==> src/design/segment_box_overlap_2d_assert.svh <==
// assertion macros for the segment box overlap block
// no dependencies; bodies are empty when SYNTHESIS is defined
`ifndef SEGMENT_BOX_OVERLAP_2D_ASSERT_SVH
`define SEGMENT_BOX_OVERLAP_2D_ASSERT_SVH
`ifndef SYNTHESIS
// same-cycle implication under reset
`define SBO_ASSERT_IMP(label, clk, rstn, ante, cons) \
  label: assert property (@(posedge clk) disable iff (!(rstn)) (ante) |-> (cons)) \
    else $error("sbo assertion failed");
// next-cycle implication under reset
`define SBO_ASSERT_NXT(label, clk, rstn, ante, cons) \
  label: assert property (@(posedge clk) disable iff (!(rstn)) (ante) |=> (cons)) \
    else $error("sbo assertion failed");
`else
`define SBO_ASSERT_IMP(label, clk, rstn, ante, cons)
`define SBO_ASSERT_NXT(label, clk, rstn, ante, cons)
`endif
`endif

==> src/design/sbo2d_pkg.sv <==
// shared types and region code constants for the segment box overlap block
// no dependencies
`default_nettype none
package sbo2d_pkg;

  // region code: top, bottom, right, left; zero means inside
  typedef logic [3:0] region_t;

  localparam region_t RC_INSIDE = 4'b0000;
  localparam region_t RC_TOP    = 4'b1000;
  localparam region_t RC_BOTTOM = 4'b0100;
  localparam region_t RC_RIGHT  = 4'b0010;
  localparam region_t RC_LEFT   = 4'b0001;

endpackage
`default_nettype wire

==> src/design/segment_box_overlap_2d.sv <==
`default_nettype none
// segment_box_overlap_2d: tells whether a line segment touches an
// axis-aligned box. Depends on sbo2d_pkg, sbo_region and the assert header.
//
// Input channel: in_valid_i / in_ready_o with the box corners and the two
// segment end points, all signed two's complement coordinates.
// Output channel: out_valid_o / out_ready_i with the one-bit overlap flag.
// A beat is taken on an edge where valid and ready are both high.
//
// Four register stages: region codes, corner choice and differences,
// four cross-product multiplies, then the signed compare into the output
// register. One beat can be taken in every cycle unless all stages are
// full and the receiver stalls; the multiply stage, one COORD_WIDTH+1
// square product per term, sets the cycle time.
// Each stage holds its own valid bit and moves on when the stage after it is
// empty or moving, so bubbles close up while the receiver stalls and the
// input keeps being taken until all four stages are full.
// Reset clears every valid bit; no beat is in flight afterwards.
`include "segment_box_overlap_2d_assert.svh"
module segment_box_overlap_2d #(
  parameter int COORD_WIDTH = 16
) (
  input  logic                          clk_i,
  input  logic                          rst_ni,
  input  logic                          in_valid_i,
  output logic                          in_ready_o,
  input  logic signed [COORD_WIDTH-1:0] box_min_x_i,
  input  logic signed [COORD_WIDTH-1:0] box_min_y_i,
  input  logic signed [COORD_WIDTH-1:0] box_max_x_i,
  input  logic signed [COORD_WIDTH-1:0] box_max_y_i,
  input  logic signed [COORD_WIDTH-1:0] seg_start_x_i,
  input  logic signed [COORD_WIDTH-1:0] seg_start_y_i,
  input  logic signed [COORD_WIDTH-1:0] seg_end_x_i,
  input  logic signed [COORD_WIDTH-1:0] seg_end_y_i,
  output logic                          out_valid_o,
  input  logic                          out_ready_i,
  output logic                          overlap_o
);
  import sbo2d_pkg::*;

  localparam int W  = COORD_WIDTH;
  localparam int DW = COORD_WIDTH + 1;
  localparam int PW = 2 * DW;
  localparam int SW = PW + 1;

  // stage valid bits and advance enables
  logic va_q, vb_q, vc_q, vd_q;
  logic rdy_a, rdy_b, rdy_c, rdy_d;

  assign rdy_d = !vd_q || out_ready_i;
  assign rdy_c = !vc_q || rdy_d;
  assign rdy_b = !vb_q || rdy_c;
  assign rdy_a = !va_q || rdy_b;
  assign in_ready_o = rdy_a;

  // stage a: region codes
  region_t c1, c2;
  region_t c1_q, c2_q;
  logic signed [W-1:0] px_q, py_q, qx_q, qy_q, x0_q, y0_q, x1_q, y1_q;

  sbo_region #(.COORD_WIDTH(COORD_WIDTH)) u_region_start (
    .x_i   (seg_start_x_i),
    .y_i   (seg_start_y_i),
    .lo_x_i(box_min_x_i),
    .lo_y_i(box_min_y_i),
    .hi_x_i(box_max_x_i),
    .hi_y_i(box_max_y_i),
    .code_o(c1)
  );

  sbo_region #(.COORD_WIDTH(COORD_WIDTH)) u_region_end (
    .x_i   (seg_end_x_i),
    .y_i   (seg_end_y_i),
    .lo_x_i(box_min_x_i),
    .lo_y_i(box_min_y_i),
    .hi_x_i(box_max_x_i),
    .hi_y_i(box_max_y_i),
    .code_o(c2)
  );

  always_ff @(posedge clk_i) begin
    if (rdy_a && in_valid_i) begin
      c1_q <= c1;
      c2_q <= c2;
      px_q <= seg_start_x_i;
      py_q <= seg_start_y_i;
      qx_q <= seg_end_x_i;
      qy_q <= seg_end_y_i;
      x0_q <= box_min_x_i;
      y0_q <= box_min_y_i;
      x1_q <= box_max_x_i;
      y1_q <= box_max_y_i;
    end
  end

  // stage b: early decisions, limiting corners and differences
  logic signed [W-1:0] rx, ry, lx, ly;
  logic                yes_b, no_b;
  region_t             cor;
  logic signed [DW-1:0] dx_d, dy_d, ax_d, ay_d, bx_d, by_d;
  logic signed [DW-1:0] dx_q, dy_q, ax_q, ay_q, bx_q, by_q;
  logic                yes_q, no_q;

  assign cor   = c1_q | c2_q;
  assign yes_b = (c1_q == RC_INSIDE) || (c2_q == RC_INSIDE) ||
                 (cor == (RC_TOP | RC_BOTTOM)) || (cor == (RC_LEFT | RC_RIGHT));
  assign no_b  = !yes_b && ((c1_q & c2_q) != RC_INSIDE);

  always_comb begin
    unique case (c1_q)
      RC_LEFT | RC_TOP: begin
        rx = x0_q; ry = y0_q; lx = x1_q; ly = y1_q;
      end
      RC_LEFT: begin
        rx = x0_q; ry = y0_q; lx = x0_q; ly = y1_q;
      end
      RC_LEFT | RC_BOTTOM: begin
        rx = x1_q; ry = y0_q; lx = x0_q; ly = y1_q;
      end
      RC_BOTTOM: begin
        rx = x1_q; ry = y0_q; lx = x0_q; ly = y0_q;
      end
      RC_RIGHT | RC_BOTTOM: begin
        rx = x1_q; ry = y1_q; lx = x0_q; ly = y0_q;
      end
      RC_RIGHT: begin
        rx = x1_q; ry = y1_q; lx = x1_q; ly = y0_q;
      end
      RC_RIGHT | RC_TOP: begin
        rx = x0_q; ry = y1_q; lx = x1_q; ly = y0_q;
      end
      default: begin
        rx = x0_q; ry = y1_q; lx = x1_q; ly = y1_q;
      end
    endcase
  end

  // sign-extended differences never overflow DW bits
  assign dx_d = {qx_q[W-1], qx_q} - {px_q[W-1], px_q};
  assign dy_d = {qy_q[W-1], qy_q} - {py_q[W-1], py_q};
  assign ax_d = {rx[W-1], rx} - {px_q[W-1], px_q};
  assign ay_d = {ry[W-1], ry} - {py_q[W-1], py_q};
  assign bx_d = {lx[W-1], lx} - {px_q[W-1], px_q};
  assign by_d = {ly[W-1], ly} - {py_q[W-1], py_q};

  always_ff @(posedge clk_i) begin
    if (rdy_b && va_q) begin
      dx_q  <= dx_d;
      dy_q  <= dy_d;
      ax_q  <= ax_d;
      ay_q  <= ay_d;
      bx_q  <= bx_d;
      by_q  <= by_d;
      yes_q <= yes_b;
      no_q  <= no_b;
    end
  end

  // stage c: the four cross-product terms
  logic signed [PW-1:0] p1_d, q1_d, p2_d, q2_d;
  logic signed [PW-1:0] p1_q, q1_q, p2_q, q2_q;
  logic                 yes_c_q, no_c_q;

  assign p1_d = dx_q * ay_q;
  assign q1_d = dy_q * ax_q;
  assign p2_d = bx_q * dy_q;
  assign q2_d = by_q * dx_q;

  always_ff @(posedge clk_i) begin
    if (rdy_c && vb_q) begin
      p1_q    <= p1_d;
      q1_q    <= q1_d;
      p2_q    <= p2_d;
      q2_q    <= q2_d;
      yes_c_q <= yes_q;
      no_c_q  <= no_q;
    end
  end

  // stage d: sign tests and final answer into the output register
  logic signed [SW-1:0] d1, d2;
  logic                 np1, np2;
  logic                 overlap_d, overlap_q;

  assign d1  = {p1_q[PW-1], p1_q} - {q1_q[PW-1], q1_q};
  assign d2  = {p2_q[PW-1], p2_q} - {q2_q[PW-1], q2_q};
  assign np1 = d1[SW-1] || (d1 == '0);
  assign np2 = d2[SW-1] || (d2 == '0);
  assign overlap_d = yes_c_q || (!no_c_q && np1 && np2);

  always_ff @(posedge clk_i) begin
    if (rdy_d && vc_q) begin
      overlap_q <= overlap_d;
    end
  end

  // valid bits travel with the data
  always_ff @(posedge clk_i or negedge rst_ni) begin
    if (!rst_ni) begin
      va_q <= 1'b0;
      vb_q <= 1'b0;
      vc_q <= 1'b0;
      vd_q <= 1'b0;
    end else begin
      if (rdy_a) va_q <= in_valid_i;
      if (rdy_b) vb_q <= va_q;
      if (rdy_c) vc_q <= vb_q;
      if (rdy_d) vd_q <= vc_q;
    end
  end

  assign out_valid_o = vd_q;
  assign overlap_o   = overlap_q;

  // input only blocked when every stage holds a beat
  `SBO_ASSERT_IMP(a_full_when_blocked, clk_i, rst_ni, !in_ready_o, va_q && vb_q && vc_q && vd_q)
  // early yes and early no exclude each other
  `SBO_ASSERT_IMP(a_early_exclusive, clk_i, rst_ni, vb_q, !(yes_q && no_q))
  // an early yes always gives overlap
  `SBO_ASSERT_NXT(a_early_yes, clk_i, rst_ni, vc_q && rdy_d && yes_c_q, overlap_o)
  // a held product stage keeps its terms
  `SBO_ASSERT_NXT(a_hold_products, clk_i, rst_ni, vc_q && !rdy_c,
                  $stable(p1_q) && $stable(q1_q) && $stable(p2_q) && $stable(q2_q))

endmodule
`default_nettype wire

==> src/design/sbo_region.sv <==
// region code of one point against an axis-aligned box
// depends on sbo2d_pkg
`default_nettype none
module sbo_region #(
  parameter int COORD_WIDTH = 16
) (
  input  logic signed [COORD_WIDTH-1:0] x_i,
  input  logic signed [COORD_WIDTH-1:0] y_i,
  input  logic signed [COORD_WIDTH-1:0] lo_x_i,
  input  logic signed [COORD_WIDTH-1:0] lo_y_i,
  input  logic signed [COORD_WIDTH-1:0] hi_x_i,
  input  logic signed [COORD_WIDTH-1:0] hi_y_i,
  output sbo2d_pkg::region_t            code_o
);
  import sbo2d_pkg::*;

  region_t code_x;
  region_t code_y;

  // horizontal part, below-min test wins
  always_comb begin
    if (x_i < lo_x_i) begin
      code_x = RC_LEFT;
    end else if (x_i > hi_x_i) begin
      code_x = RC_RIGHT;
    end else begin
      code_x = RC_INSIDE;
    end
  end

  // vertical part, below-min test wins
  always_comb begin
    if (y_i < lo_y_i) begin
      code_y = RC_BOTTOM;
    end else if (y_i > hi_y_i) begin
      code_y = RC_TOP;
    end else begin
      code_y = RC_INSIDE;
    end
  end

  assign code_o = code_x | code_y;

endmodule
`default_nettype wire
==> config.mk <==
export PLATFORM = sky130hd
export DESIGN_NAME = segment_box_overlap_2d
export DESIGN_NICKNAME = d
export VERILOG_FILES = /design/src/design/sbo2d_pkg.sv /design/src/design/segment_box_overlap_2d.sv /design/src/design/sbo_region.sv
export VERILOG_INCLUDE_DIRS = /design/src /design/src/design
export SDC_FILE = /design/constraint.sdc
export NUM_CORES = 2
export LEC_CHECK = 0
export BUFFER_PORTS_ARGS = -buffer_cell sky130_fd_sc_hd__clkbuf_2
export CORE_ASPECT_RATIO = 0.5
export CORE_UTILIZATION = 60
export CTS_BUF_LIST = sky130_fd_sc_hd__clkbuf_8
export DETAILED_ROUTE_END_ITERATION = 6
export PLACE_DENSITY = 0.77
export SLEW_MARGIN = 25
export SYNTH_ARGS = -nofsm -noshare
export SYNTH_HDL_FRONTEND = slang
export SYNTH_SLANG_ARGS = --single-unit
==> constraint.sdc <==
create_clock -name clk_i -period 16.9 [get_ports clk_i]
set_input_delay 3.38 -clock clk_i [delete_from_list [all_inputs] [get_ports clk_i]]
set_output_delay 3.38 -clock clk_i [all_outputs]
set_load 0.01 [all_outputs]
# --- After elaboration in Yosys (flattened, before gate mapping) ---
# Index checks and enable logic that the tools add are counted.
op_classes:
  n_addsub: 8
  eq_ne: 9
  n_mul: 4
  n_bitwise: 4
  mux: 12
  magnitude_cmp: 8
  n_reduce_logical: 32
ops:
  columns: ["op", "n"]
  rows:
  - ["multiplier 17 x 17 -> 34 bit", 4]
  - ["subtractor 16 x 16 -> 17 bit", 6]
  - ["zero test 35 bit", 2]
  - ["subtractor 34 x 34 -> 35 bit", 2]
  - ["> comparator 16 bit", 4]
  - ["less-than comparator 16 bit", 4]
  - ["two-way mux 16 bit", 4]
  - ["two-way mux 4 bit", 6]
  - ["OR reduction 4 bit", 4]
  - ["== test 4 x 3 -> 1 bit (second input constant)", 3]
  - ["== test 4 bit (second input constant)", 3]
  - ["bitwise OR 4 bit", 3]
  - ["logical OR 1 bit", 10]
  - ["== test 4 x 2 -> 1 bit (second input constant)", 2]
  - ["zero test 4 bit", 2]
  - ["logical AND 1 bit", 7]
  - ["zero test 1 bit", 6]
  - ["bitwise AND 4 bit", 1]
  - ["== test 4 x 1 -> 1 bit (second input constant)", 1]
  - ["two-way mux 2 bit", 2]
  - ["nonzero test 4 bit", 1]
word_totals:
  register_bits: 383
  input_bits: 132
  out_inout_bits: 3

# --- Depth between registers and ports, before layout ---
depth:
  ltp_word: 6
  depth_mapped: 27
  ltp_nobuf: 26

# --- Hierarchy ---
# Synthesis repeated with hierarchy kept, for this count alone.
unflattened:
  hier_cells: 6864
  area_unflattened_um2: 66799.1
modules_own_cells:
  columns: ["mod", "seq_area_each_um2", "cells_per_inst", "instances", "area_per_inst_um2"]
  rows:
  - ["segment_box_overlap_2d", 11481.0, 6432, 1, 63601.0]
  - ["sbo_region", 0.0, 216, 2, 1599.0]

# --- Worst setup path before layout ---
# No wires, ideal clock.
synth_timing:
  path_kind: "input -> register"
  start: "input port out_ready_i"
  end: "register c1_q[0], enable pin"
  t_required_ns: 16.388
  arrival_ns: 6.782
  setup_slack_ns: 9.607
  setup_time_ns: 0.512
  path_stages: 3
  path_buffers: 0
  path_cell_list: "nor2b_1 -> nand4_1 -> and2_1"
synth_between:
  elab_chain_len: 5
synth_lines:
  columns: ["item", "line", "rtl"]
  rows:
  - ["from (decl)", "segment_box_overlap_2d.sv:36", "input logic out_ready_i,"]
  - ["logical OR 1 bit", "segment_box_overlap_2d.sv:50", "assign rdy_d = !vd_q || out_ready_i;"]
  - ["logical OR 1 bit", "segment_box_overlap_2d.sv:51", "assign rdy_c = !vc_q || rdy_d;"]
  - ["logical OR 1 bit", "segment_box_overlap_2d.sv:52", "assign rdy_b = !vb_q || rdy_c;"]
  - ["logical OR 1 bit", "segment_box_overlap_2d.sv:53", "assign rdy_a = !va_q || rdy_b;"]
  - ["via in_ready_o", "segment_box_overlap_2d.sv:26", "output logic in_ready_o,"]
  - ["logical AND 1 bit", "segment_box_overlap_2d.sv:82", "if (rdy_a && in_valid_i) begin"]
  - ["to (signal assigned)", "segment_box_overlap_2d.sv:83", "c1_q <= c1;"]
  - ["to (decl)", "segment_box_overlap_2d.sv:58", "region_t c1_q, c2_q;"]
# The timed path passes the listed nets, and every way through them passes these cells.
# A chain may end at the register's enable or synchronous reset.

# --- Final worst setup path ---
layout_timing:
  start: "register ay_q[2]"
  end: "register p1_q[33] (data pin)"
layout_between:
  elab_chain_len: 1
layout_lines:
  columns: ["item", "line", "rtl"]
  rows:
  - ["from (decl)", "segment_box_overlap_2d.sv:101", "logic signed [DW-1:0] dx_q, dy_q, ax_q, ay_q, bx_q, by_q;"]
  - ["from (signal assigned)", "segment_box_overlap_2d.sv:151", "ay_q <= ay_d;"]
  - ["multiplier 17 x 17 -> 34 bit", "segment_box_overlap_2d.sv:164", "assign p1_d = dx_q * ay_q;"]
  - ["via p1_d[33]", "segment_box_overlap_2d.sv:160", "logic signed [PW-1:0] p1_d, q1_d, p2_d, q2_d;"]
  - ["to (signal assigned)", "segment_box_overlap_2d.sv:171", "p1_q <= p1_d;"]
  - ["to (decl)", "segment_box_overlap_2d.sv:161", "logic signed [PW-1:0] p1_q, q1_q, p2_q, q2_q;"]
# The timed path passes the listed nets, and every way through them passes these cells.

==> run_results.csv <==
group,metric,value,unit
finish,ff_latch_area,11500,um^2
setup_path,critPathCaptureType,"register",
floorplan,start_util,61.2,%
synth,ys_top_cells_by_area,"fa_1, edfxtp_1, ha_1",
clocking,cts_max_level,2,
setup_path,critical_path.startpoint,"ay_q[2]",
place,place.gp.congestion,0.950,
finish,fillerInstances,8540,
clocking,clkSinkCount,383,
timing,slew_headroom,30.5,%
setup_path,timing.rr.end,"p1_q[33]",
floorplan,die_h,238,um
place,dpl_cell_area,68700,um^2
status,status,"complete, but fails checks",
timing,setup_tns,0,ns
synth,netlist_area,66600,um^2
synth,seq_area_frac_synth,17.2,%
setup_path,crit_required,17.32,ns
setup_path,r2r_cells,25,
finish,post-route-util,64.3,%
synth,yosysMostFrequentCell,"inv_1",
setup_path,worstPathArrival,7.92,ns
clocking,cts_resized,0,
setup_path,crit_fanout,17,
synth,async_reset_ff_share,1.04,%
global_routing,grt_pass1_vias,48600,
timing,hold_viol_final,0,
synth,synth_edf_count,379,
global_routing,grt_util_all_layers,29.6,%
floorplan,die_w,473,um
place,port_buffers,134,
detailed_routing,wirelength,161000,um
finish,fin_area,70000,um^2
synth,syn_avg_cell_area,9.76,um^2
setup_path,r2r_setup_slack,9.40,ns
floorplan,io_pins,135,
clocking,clkTransAtPathRegs,0.07,ns
clocking,cts_setup_buffers,0,
detailed_routing,drtIter0Drc,3851,
place,place_hpwl,131000,um
synth,yosysTopAreaCell,"fa_1",
global_routing,gr-total-overflow,0,
global_routing,grt_first_pass_wirelength,260000,um
detailed_routing,drc,2,
synth,ys_ff_latch,383,
global_routing,grt_max_degree,81,
finish,syn_to_final_growth,5.09,%
timing,setup_viol,0,
worst_hold_path,hold_path.class,"reg -> reg",
job,drv_cap,0,
floorplan,rows,85,
detailed_routing,avgViaCountPerCell,5.63,
clocking,clockBufferDepth,3,
finish,layout-drive-gt1-share,5.36,%
detailed_routing,vias,47200,
status,violations,"DRC",
timing,tightest_slew,1.04,ns
detailed_routing,firstDrtPassIters,7,
clocking,cts_tree,"yes",
floorplan,dieArea,112000,um^2
clocking,clk_latency,0.73,ns
synth,synth_nets,8780,
clocking,clock-root-buffer,"clkbuf_8",
clocking,numCtsBuffers,61,
finish,multi_input_area,48800,um^2
setup_path,r2r-start,"ay_q[2]",
setup_path,criticalPathCategory,"reg -> reg",
synth,yosys.area.top_type_share,35.8,%
synth,synthFlopType,"edfxtp_1",
synth,ys_warn_count,0,
finish,final_nets,8821,
setup_path,crit_end,"p1_q[33]",
detailed_routing,ant_nets,0,
timing,skew,0.0833,ns
synth,synthTopCellsByCount,"inv_1, fa_1, nand2_1, ha_1, and2_1",
timing,rsz0062_at_grt,"no",
synth,syn_inst,6828,
timing,fin_crit_sh,44.4,%
timing,max_freq,133,MHz
global_routing,grt_antenna_before_repair,5,
timing,finalWorstPathRequiredPeriod,7.50,ns
timing,maxSlewViolCount,0,
setup_path,start_kind,"register",
floorplan,core-area,109000,um^2
synth,ys_types,86,
clocking,cts_hold_buf,0,
detailed_routing,drt-wirelength-per-cell,19.2,um
[worst min path at each step]
stage,cells after the start,start,to
floorplan,0,no_q,no_c_q
global placement,0,no_q,no_c_q
detailed placement,0,no_q,no_c_q
CTS,0,no_q,no_c_q
global route,0,no_q,no_c_q
finish,0,no_q,no_c_q
[routing by layer]
layer | up-vias | GRT usage [%] | wire length [um]
met1 | 23600 | 42.4 | 70200
met3 | 260 | 6.28 | 15200
met2 | 1871 | 46.2 | 71800
met4 | 4 | 7.50 | 4110
li1 | 21500 | - | -
met5 | - | 0 | 34
[cells in the final DEF, fill, tap and decap left out, drive strengths merged, types with 7 or more instances in the layout]
master,Yosys,final
inv,1490,1505
fa,1192,1192
nand2,666,666
ha,628,628
and2,592,592
edfxtp,379,379
nor2,243,243
a21oi,206,206
clkbuf,200,200
o21ai,171,171
xnor2,161,161
a21o,98,98
mux2,63,63
nor3,62,62
nand2b,59,59
o21a,58,58
nand3,55,55
nor2b,52,52
buf,6,50
xor2,46,46
a21boi,37,37
and3,32,32
nand4,27,27
or3,26,26
clkinv,0,24
a31oi,22,22
o211ai,21,21
o31ai,18,18
o21bai,18,18
a211oi,17,17
nor4,13,13
a2111oi,13,13
mux2i,12,12
o2111ai,12,12
a211o,11,11
or2,10,10
o22ai,10,10
nand3b,8,8
a31o,8,8
a311oi,7,7
[kinds of logic (layout without fill, tap and decap cells)]
logic type               after synthesis  count (layout)  share of synthesized area, %
buffers and inverters               1696            1786                          9.58
XOR/XNOR                             207             207                          2.72
AO/OA/AOI/OAI                        776             776                          7.53
flip-flops                           383             383                          17.2
other                                  0               2                             0
adder cells (fa/ha/maj)             1820            1820                          47.6
AND/OR/NAND/NOR                     1871            1871                          14.1
multiplexers                          75              75                          1.25
[area by class of cell]
type                    count  share of cell area (%)
diodes                      2                 0.00715
flip-flops and latches    383                    16.4
clock buffers              66                    1.30
inverters                1490                    7.99
repair buffers            184                    1.52
multi-input cells        4749                    69.7
clock inverters            46                   0.479
well taps                1479                    2.64
[per-stage QoR]
| stage | hold slack [ns] | setup WS [ns] | cells |
|---|---|---|---|
| 6_report | 0.427 | 9.40 | 8399 |
| 5_1_grt | 0.429 | 9.02 | 8398 |
| 4_1_cts | 0.426 | 9.44 | 8395 |
| 3_5_place_dp | 0.405 | 9.46 | 8283 |
| 3_3_place_gp | 0.412 | 9.50 | 8283 |
| 2_1_floorplan | 0.400 | 9.61 | 6828 |
[flip-flops by register name (all words and copies together) (netlist names), 17 cells and up]
signal	count
p1_q	34
p2_q	34
q1_q	34
q2_q	34
ax_q	17
ay_q	17
bx_q	17
by_q	17
dx_q	17
dy_q	17
[worst max-delay path, cell delays in order, from the launching register on]
cell	delay, ns
edfxtp_1	0.94
nand2_1	0.22
inv_1	0.17
fa_1	0.42
inv_1	0.09
fa_1	0.41
fa_1	0.51
inv_1	0.06
fa_1	0.49
fa_1	0.49
inv_1	0.05
fa_1	0.47
inv_1	0.04
ha_1	0.35
a211o_1	0.28
a211o_1	0.26
a211o_1	0.26
a21o_1	0.18
a311o_2	0.40
a31o_1	0.21
o21a_1	0.18
nor2_2	0.13
o21bai_2	0.10
a211oi_2	0.26
a21oi_2	0.10
xnor2_1	0.14
Power is not shown: default switching activity piles up to over one toggle a cycle in this logic, so the estimate is an artifact.
